File: src/hdl/lsne_pkg.sv
// ----------------------------------------------------------------------------
// lsne_pkg
// Shared constants and types for the LED strip NRZ frame encoder.
// ----------------------------------------------------------------------------
package lsne_pkg;

    localparam int RESET_LENGTH   = 32;
    localparam int BITS_PER_PIXEL = 24;
    localparam int CNT_W          = $clog2(BITS_PER_PIXEL + RESET_LENGTH);

    localparam logic [7:0] NRZ_ONE   = 8'hF0;
    localparam logic [7:0] NRZ_ZERO  = 8'hC0;
    localparam logic [7:0] LATCH_BYTE = 8'h00;

    localparam logic [CNT_W-1:0] PIXEL_END = CNT_W'(BITS_PER_PIXEL - 1);
    localparam logic [CNT_W-1:0] FRAME_END = CNT_W'(BITS_PER_PIXEL + RESET_LENGTH - 1);

    // Register byte-address index (paddr[2])
    localparam logic REG_BRIGHTNESS = 1'b0;

    typedef struct packed {
        logic [23:0] grb;
        logic        last;
    } lsne_load_t;

endpackage

File: src/hdl/led_strip_nrz_frame_encoder_unit.sv
// ----------------------------------------------------------------------------
// led_strip_nrz_frame_encoder_unit
// Scale RGB pixels by brightness and encode them as NRZ SPI bytes.
// ----------------------------------------------------------------------------
//  channel   direction  transaction
//  s_*       in         one pixel: red, green, blue; tlast = last pixel
//  m_*       out        one SPI byte; tlast = last byte of the pixel's run
//  APB       in         brightness register at byte address 0
//
//  A pixel expands to 24 output bytes, 24 + RESET_LENGTH when it closes
//  a frame; the serializer sets the rate, one byte per cycle unless stalled.
//  Scaling runs in three lanes (multiply, then reciprocal) ahead of it, so
//  the next pixel is taken while the current one is still being sent.
//  Output stalls hold the serializer; reset clears all valid flags and
//  sets brightness to 255.
// ----------------------------------------------------------------------------
module led_strip_nrz_frame_encoder_unit
    import lsne_pkg::*;
(
    input  logic        clk,
    input  logic        rst_n,
    input  logic        s_tvalid,
    output logic        s_tready,
    input  logic [23:0] s_tdata,   // red[7:0], green[15:8], blue[23:16]
    input  logic        s_tlast,   // last_pixel
    output logic        m_tvalid,
    input  logic        m_tready,
    output logic [7:0]  m_tdata,   // spi_byte[7:0]
    output logic        m_tlast,   // run_end
    input  logic        psel,
    input  logic        penable,
    input  logic        pwrite,
    input  logic [2:0]  paddr,
    input  logic [31:0] pwdata,
    output logic [31:0] prdata,
    output logic        pready
);

    logic [7:0]  brightness_reg;
    logic        a_valid_reg;
    logic        a_last_reg;
    logic        b_valid_reg;
    logic        b_last_reg;
    logic [23:0] grb_reg;
    logic [7:0]  red_q, green_q, blue_q;
    logic        a_move, b_ready, in_take;
    logic        ser_ready;
    lsne_load_t  ser_load;

    assign pready = 1'b1;
    assign prdata = (paddr[2] == REG_BRIGHTNESS) ? {24'd0, brightness_reg} : 32'd0;

    always_ff @(posedge clk or negedge rst_n)
    begin
        if (!rst_n)
        begin
            brightness_reg <= 8'd255;
        end
        else if (psel && penable && pwrite && (paddr[2] == REG_BRIGHTNESS))
        begin
            brightness_reg <= pwdata[7:0];
        end
    end

    assign b_ready  = !b_valid_reg || ser_ready;
    assign a_move   = a_valid_reg && b_ready;
    assign s_tready = !a_valid_reg || a_move;
    assign in_take  = s_tvalid && s_tready;

    lsne_lane u_lane_red
    (
        .clk        (clk),
        .en         (in_take),
        .channel    (s_tdata[7:0]),
        .brightness (brightness_reg),
        .scaled     (red_q)
    );

    lsne_lane u_lane_green
    (
        .clk        (clk),
        .en         (in_take),
        .channel    (s_tdata[15:8]),
        .brightness (brightness_reg),
        .scaled     (green_q)
    );

    lsne_lane u_lane_blue
    (
        .clk        (clk),
        .en         (in_take),
        .channel    (s_tdata[23:16]),
        .brightness (brightness_reg),
        .scaled     (blue_q)
    );

    always_ff @(posedge clk or negedge rst_n)
    begin
        if (!rst_n)
        begin
            a_valid_reg <= 1'b0;
            b_valid_reg <= 1'b0;
        end
        else
        begin
            if (in_take)
            begin
                a_valid_reg <= 1'b1;
            end
            else if (a_move)
            begin
                a_valid_reg <= 1'b0;
            end

            if (a_move)
            begin
                b_valid_reg <= 1'b1;
            end
            else if (ser_ready)
            begin
                b_valid_reg <= 1'b0;
            end
        end
    end

    // Merge lane results into GRB order
    always_ff @(posedge clk)
    begin
        if (in_take)
        begin
            a_last_reg <= s_tlast;
        end
        if (a_move)
        begin
            grb_reg    <= {green_q, red_q, blue_q};
            b_last_reg <= a_last_reg;
        end
    end

    assign ser_load.grb  = grb_reg;
    assign ser_load.last = b_last_reg;

    lsne_serializer u_serializer
    (
        .clk        (clk),
        .rst_n      (rst_n),
        .load_valid (b_valid_reg),
        .load       (ser_load),
        .load_ready (ser_ready),
        .m_tvalid   (m_tvalid),
        .m_tready   (m_tready),
        .m_tdata    (m_tdata),
        .m_tlast    (m_tlast)
    );

endmodule

File: src/hdl/lsne_lane.sv
// ----------------------------------------------------------------------------
// lsne_lane
// One color lane: registered channel*brightness product, then exact
// floor(product/255) through the add-and-shift reciprocal.
// ----------------------------------------------------------------------------
module lsne_lane
    import lsne_pkg::*;
(
    input  logic       clk,
    input  logic       en,
    input  logic [7:0] channel,
    input  logic [7:0] brightness,
    output logic [7:0] scaled
);

    logic [15:0] product_reg;
    logic [16:0] sum;

    always_ff @(posedge clk)
    begin
        if (en)
        begin
            product_reg <= channel * brightness;
        end
    end

    // floor(x/255) = (x + (x >> 8) + 1) >> 8 for x <= 255*255
    assign sum    = {1'b0, product_reg} + {9'd0, product_reg[15:8]} + 17'd1;
    assign scaled = sum[15:8];

endmodule

File: src/hdl/lsne_serializer.sv
// ----------------------------------------------------------------------------
// lsne_serializer
// Expand a GRB pixel into NRZ SPI bytes, MSB first, plus latch bytes.
// ----------------------------------------------------------------------------
module lsne_serializer
    import lsne_pkg::*;
(
    input  logic        clk,
    input  logic        rst_n,
    input  logic        load_valid,
    input  lsne_load_t  load,
    output logic        load_ready,
    output logic        m_tvalid,
    input  logic        m_tready,
    output logic [7:0]  m_tdata,   // spi_byte[7:0]
    output logic        m_tlast    // run_end
);

    logic             busy_reg,  busy_next;
    logic [23:0]      shift_reg, shift_next;
    logic [CNT_W-1:0] count_reg, count_next;
    logic             last_reg,  last_next;
    logic             ovalid_reg, ovalid_next;
    logic [7:0]       obyte_reg, obyte_next;
    logic             oend_reg,  oend_next;

    logic emit;
    logic is_end;
    logic take;

    assign emit   = busy_reg && (!ovalid_reg || m_tready);
    assign is_end = last_reg ? (count_reg == FRAME_END) : (count_reg == PIXEL_END);
    assign take   = load_valid && (!busy_reg || (emit && is_end));

    assign load_ready = !busy_reg || (emit && is_end);

    always_comb
    begin
        busy_next   = busy_reg;
        shift_next  = shift_reg;
        count_next  = count_reg;
        last_next   = last_reg;
        ovalid_next = ovalid_reg;
        obyte_next  = obyte_reg;
        oend_next   = oend_reg;

        if (m_tready)
        begin
            ovalid_next = 1'b0;
        end

        if (emit)
        begin
            ovalid_next = 1'b1;
            oend_next   = is_end;
            if (count_reg < PIXEL_END + CNT_W'(1))
            begin
                obyte_next = shift_reg[23] ? NRZ_ONE : NRZ_ZERO;
            end
            else
            begin
                obyte_next = LATCH_BYTE;
            end
            shift_next = {shift_reg[22:0], 1'b0};
            count_next = count_reg + CNT_W'(1);
            if (is_end)
            begin
                busy_next = 1'b0;
            end
        end

        if (take)
        begin
            busy_next  = 1'b1;
            shift_next = load.grb;
            last_next  = load.last;
            count_next = '0;
        end
    end

    always_ff @(posedge clk or negedge rst_n)
    begin
        if (!rst_n)
        begin
            busy_reg   <= 1'b0;
            ovalid_reg <= 1'b0;
            count_reg  <= '0;
            last_reg   <= 1'b0;
        end
        else
        begin
            busy_reg   <= busy_next;
            ovalid_reg <= ovalid_next;
            count_reg  <= count_next;
            last_reg   <= last_next;
        end
    end

    always_ff @(posedge clk)
    begin
        shift_reg <= shift_next;
        obyte_reg <= obyte_next;
        oend_reg  <= oend_next;
    end

    assign m_tvalid = ovalid_reg;
    assign m_tdata  = obyte_reg;
    assign m_tlast  = oend_reg;

endmodule

File: config.mk
export PLATFORM = sky130hd
export DESIGN_NAME = led_strip_nrz_frame_encoder_unit
export DESIGN_NICKNAME = d
export VERILOG_FILES = /design/src/hdl/lsne_pkg.sv /design/src/hdl/led_strip_nrz_frame_encoder_unit.sv /design/src/hdl/lsne_lane.sv /design/src/hdl/lsne_serializer.sv
export SDC_FILE = /design/constraint.sdc
export NUM_CORES = 1
export LEC_CHECK = 0
export BUFFER_PORTS_ARGS = -buffer_cell sky130_fd_sc_hd__buf_2
export CAP_MARGIN = 20
export CELL_PAD_IN_SITES_DETAIL_PLACEMENT = 1
export CELL_PAD_IN_SITES_GLOBAL_PLACEMENT = 1
export CORE_ASPECT_RATIO = 1.75
export CORE_MARGIN = 1
export CORE_UTILIZATION = 45
export CTS_CLUSTER_DIAMETER = 60
export DETAILED_ROUTE_END_ITERATION = 16
export GPL_TIMING_DRIVEN = 0
export PLACE_DENSITY_LB_ADDON = 0.1
export SETUP_SLACK_MARGIN = 0.4
export SYNTH_ARGS = -nofsm -noshare
export SYNTH_HDL_FRONTEND = slang
export SYNTH_SLANG_ARGS = --single-unit
export TNS_END_PERCENT = 50
File: constraint.sdc
create_clock -name clk -period 7.73 [get_ports clk]
set_clock_uncertainty 0.2 [all_clocks]
set_input_delay 0.3865 -clock clk [delete_from_list [all_inputs] [get_ports clk]]
set_output_delay 0.3865 -clock clk [all_outputs]
set_load 0.05 [all_outputs]
== After elaboration in Yosys (flattened, before gate mapping) ==
Cells that the tools add are included.
Word-level totals
  register bits: 126
  input bits: 67
  output and inout port bits: 44
  logic and storage cells: 68
Operators by class
  $add $sub $neg: 7
  $mul: 3
  order comparisons: 1
  eq/ne operators: 2
  mux-type cells: 16
  bitwise operators: 1
  reductions and logical operators: 22
Operators with widths (count)
  adder 16 x 1 -> 16 bit, second input constant: 3
  adder 16 x 8 -> 16 bit: 3
  multiplier 8 x 8 -> 16 bit: 3
  two-way mux 24 bit: 2
  two-way mux 6 bit: 3
  two-way mux 1 bit: 10
  nonzero test 2 bit: 5
  logical AND 1 bit: 8
  two-way mux 8 bit: 1
  adder 6 x 1 -> 6 bit, second input constant: 1
  equality test 6 x 5 -> 1 bit, second input constant: 1
  equality test 6 bit, second input constant: 1
  less-than comparator 6 x 5 -> 1 bit, second input constant: 1
  logical NOT 1 bit: 4
  logical OR 1 bit: 4
  AND reduction 2 bit: 1
  inverter 1 bit: 1

== Logic depth before layout (Yosys ltp) ==
  depth in word-level cells: 10
  mapped depth: 16
  gate-level depth less buffers: 15

== By module ==
Synthesis repeated with hierarchy kept, for this count alone.
Unflattened totals
  cell total of the unflattened synthesis: 1127
  area, all modules: 12036.5 µm²
Modules (own cells, without submodules)
  lsne_lane at u_lane_blue: times used 1, cells each 308, area each 2969.1 µm²
  lsne_lane at u_lane_red: times used 1, cells each 311, area each 2961.6 µm²
  lsne_lane at u_lane_green: times used 1, cells each 301, area each 2859.0 µm²
  lsne_serializer: times used 1, cells each 121, area each 1788.0 µm²
  led_strip_nrz_frame_encoder_unit: times used 1, cells each 86, area each 1458.9 µm²

== Worst setup path after synthesis ==
OpenSTA, ideal clock, no wires.
  path type: reg2reg
  start point: register brightness_reg[7]
  end point: register u_lane_green.product_reg[13] (data pin)
  library setup time: 0.195 ns
  data arrival time: 4.397 ns
  setup slack: 2.938 ns
  cell stages (with the launch flop): 16
  path buffers: 1
  clock period less this slack: 4.792 ns
  path through: dfstp_2 clkbuf_1 nand2_1 fa_1 fa_1 inv_1 fa_1 inv_1 fa_1 inv_1 ha_1 a21o_1 nand2_1 a31oi_1 or4_1 o311ai_0
On the way
  cells in the longest elaborated chain, start to end: 1
Ends and longest elaborated chain
  from (decl): RTL line led_strip_nrz_frame_encoder_unit.sv:39  | logic [7:0] brightness_reg;
  from (signal assigned): RTL line led_strip_nrz_frame_encoder_unit.sv:61  | brightness_reg <= pwdata[7:0];
  multiplier 8 x 8 -> 16 bit: RTL line lsne_lane.sv:23  | product_reg <= channel * brightness;
  to (signal assigned): RTL line lsne_lane.sv:23
  to (decl): RTL line lsne_lane.sv:16  | logic [15:0] product_reg;
Every way passes these cells.
A chain may end at the register's enable or synchronous reset.

== Final worst setup path ==
  start point: register brightness_reg[6]
  end point: register u_lane_green.product_reg[15] (data pin)
Same word-level chain as after synthesis.

==> run_results.csv <==
group,metric,value,unit
status,status,"complete, no violations",
global_route,grt_pass1_vias,9189,
routing,num_vias,8466,
cells_and_area,multi_input_area,7410,um2
clocking,h-tree-depth,4,
clocking,clk_pin_slew,0.06,ns
sta,hold_viol_final,0,
floorplanning,dieArea,26900,um2
sta,slew_violations,0,
worst_setup_path,r2r-end,"u_lane_green.product_reg[15]$_DFFE_PP_",
routing,drt-initial-drc-count,316,
floorplanning,coreArea,25900,um2
yosys,synth-edff-count,101,
clocking,clock_latency,0.43,ns
routing,wl_per_cell,17.5,um
cells_and_area,fin_util,51.6,%
cells_and_area,syn_to_final_growth,13.3,%
yosys,syn_area_per_cell,10.0,um2
floorplanning,floorplan.io_pins,111,
routing,avgViaCountPerCell,5.22,
routing,wirelength,28400,um
clocking,cts_resized,0,
worst_setup_path,reg2reg_depth,15,
cells_and_area,nNetsFinal,1595,
placed_design,place_ws,2.15,ns
routing,ant_nets,0,
clocking,cts_tree,"built",
yosys,synth_seq_area_share,29.9,%
yosys,yosysWarnings,0,
global_route,grt_pass1_wl,45700,um
clocking,cts_made_buffers,17,
worst_setup_path,crit_type,"reg2reg",
yosys,synthFlopType,"edfxtp_1",
global_route,antenna_found_initial,0,
global_route,grt_overflow,0,
power,intPower,2.85,mW
worst_setup_path,crit_fanout,10,
placed_design,portBuffers,55,
clocking,clock_path_buffers,2,
power,p_clk_share,16.1,%
cells_and_area,nFillCells,2918,
sta,setup_violations,0,
routing,drtPass1Iterations,4,
power,p_per_area,387,nW/um2
cells_and_area,seqCellArea,3520,um2
cells_and_area,layout-drive-gt1-share,11.4,%
yosys,synth_seq_cells,120,
power,switchingPower,2.31,mW
worst_setup_path,r2r_setup_slack,2.20,ns
cells_and_area,layout.cells.non_filler,1623,
placed_design,dpl.hpwl,22900,um
floorplanning,die_height,216,um
clocking,cts_root_buf,"clkbuf_16",
floorplanning,fp-row-count,78,
yosys,netlist_instances,1175,
sta,fin_setup_tns,0,ns
placed_design,placed_cells,1578,
floorplanning,die_x,124,um
placed_design,gp_congestion,0.786,
power,pwr-share-seq,19.5,%
job,drv_cap,0,
sta,rsz0062_at_grt,"no",
sta,max_freq,181,MHz
global_route,grt_max_degree,34,
sta,min_period,5.53,ns
global_route,track_usage,21.9,%
worst_setup_path,cp.arrival,5.54,ns
yosys,yosysUniqueCellTypes,59,
min_path,hold_class,"in2reg",
power,p_leak,6.35,nW
min_path,hold-path-endpoint,"u_serializer.m_tvalid$_DFFE_PN0P_",
clocking,post_cts_buffers,0,
sta,setup_ws,2.20,ns
cells_and_area,diodes,0,
power,vdd_ir_drop_max,337,uV
clocking,clkSinkCount,120,
worst_setup_path,r2r-start,"brightness_reg[6]$_DFFE_PN1P_",
routing,drc,0,
power,switching_share,44.8,%
sta,worst_pin_slew,0.844,ns
worst_setup_path,crit_required,7.74,ns
power,pwr-share-comb,64.3,%
floorplanning,initial_utilization,45.5,%
sta,finalCritPeriodShare,71.6,%
yosys,netlist_area,11800,um2
worst_setup_path,critPathLaunchType,"register",
worst_setup_path,endpoint_kind,"register",
min_path,hp-start,"m_tready",
min_path,min_path_cells,3,
sta,max-slew-margin-rel,43.7,%
yosys,async_reset_ff_share,15.8,%
==> area by class of cell <==
type / instances / share of cell area (%)
sequential: 120 / 26.4
inverter: 164 / 4.61
clock inverter: 14 / 1.42
clock buffer: 18 / 3.21
multi-input combinational: 861 / 55.5
timing repair buffer: 69 / 3.36
tap: 320 / 3.00
buffer: 57 / 2.51
==> power by group through the flow <==
stage | Sequential [mW] | Clock [mW] | Combinational [mW]
3_5_place_dp | 1.02 | 0 | 3.36
3_3_place_gp | 1.02 | 0 | 3.28
4_1_cts | 1.01 | 0.848 | 3.40
5_1_grt | 1.01 | 0.875 | 3.79
2_1_floorplan | 1.00 | 0 | 2.53
6_report | 1.01 | 0.833 | 3.32
==> cell usage in the layout (no fill, tap or decap), types with 31 or more instances in the layout <==
master,netlist,routed
buf_4,31,31
and2_1,156,155
nand2_1,144,144
buf_2,4,59
edfxtp_1,101,101
xnor2_1,39,39
nor2_1,36,36
fa_1,108,108
inv_1,164,164
ha_1,130,130
==> worst max-delay path, stage by stage (launching register included) <==
cell,delay [ns]
dfstp_2,0.62
clkbuf_1,0.64
nand2_1,0.17
fa_1,0.54
fa_1,0.56
inv_1,0.07
fa_1,0.53
inv_1,0.05
fa_1,0.52
inv_1,0.04
ha_1,0.36
a21o_1,0.14
nand2_1,0.06
a31oi_1,0.29
nor2_1,0.15
a311oi_1,0.36
==> per-layer routing <==
metal	part of all wire (%)	up-vias	routed length, um	track usage (%)
li1	-	4024	-	-
met1	37	4288	10500	22.1
met2	58	101	16600	43.8
met3	1.8	53	499	2.85
met4	3.1	0	875	9.64
met5	0	-	0	0
==> per-stage QoR <==
stage / area, um2 / hold slack (ns) / power, mW
detailed placement: 12600 / 0.198 / 4.38
finish: 13300 / 0.0715 / 5.16
CTS: 13300 / 0.0750 / 5.25
floorplan: 11900 / -0.109 / 3.53
global route: 13300 / 0.0928 / 5.68
global placement: 12600 / 0.198 / 4.30
==> kinds of logic after synthesis <==
kind of cell	Yosys count	share of synthesized area, %
AOI/OAI and AO/OA	111	6.54
adders and majority gates	238	32.2
other	2	0.0638
buffers and inverters	221	8.07
muxes	10	0.945
and+or+nand+nor	417	18.2
xor gates and xnor gates	56	4.16
DFF	120	29.9
==> how the worst max path moves through the flow <==
stage / start / end / slack, ns
after floorplan: brightness_reg[7]$_DFFE_PN1P_ / u_lane_green.product_reg[13]$_DFFE_PP_ / 2.94
after global placement: brightness_reg[7]$_DFFE_PN1P_ / u_lane_green.product_reg[13]$_DFFE_PP_ / 2.17
after detailed placement: brightness_reg[6]$_DFFE_PN1P_ / u_lane_green.product_reg[13]$_DFFE_PP_ / 2.15
after CTS: brightness_reg[7]$_DFFE_PN1P_ / u_lane_green.product_reg[13]$_DFFE_PP_ / 2.16
after global routing: brightness_reg[6]$_DFFE_PN1P_ / u_lane_green.product_reg[13]$_DFFE_PP_ / 1.83
final: brightness_reg[6]$_DFFE_PN1P_ / u_lane_green.product_reg[15]$_DFFE_PP_ / 2.20
==> synth_stat cells, drive strengths merged (5+ instances only) <==
library cell | instances | share of area, %
nor3 | 11 | 0.47
nand2 | 144 | 4.6
a21oi | 17 | 0.72
nand4 | 8 | 0.42
nand2b | 9 | 0.48
edfxtp | 101 | 26
nor2b | 14 | 0.74
clkbuf | 22 | 0.70
xor2 | 17 | 1.3
buf | 35 | 2.1
a21o | 12 | 0.78
o21a | 8 | 0.52
dfstp | 8 | 1.8
fa | 108 | 18
o21ai | 25 | 1.1
inv | 164 | 5.2
a211oi | 11 | 0.70
xnor2 | 39 | 2.9
dfrtp | 11 | 2.3
nor2 | 36 | 1.1
ha | 130 | 14
mux2 | 9 | 0.86
and3 | 10 | 0.53
and2 | 156 | 8.3
a31oi | 5 | 0.27
nand3 | 14 | 0.59
==> repair_timing <==
item,in CTS,in global routing
endpoints found under the setup margin,0,0
hold endpoints to repair,21,0
hold buffers,11,0
No activity file was read; power rests on OpenSTA's default activity.
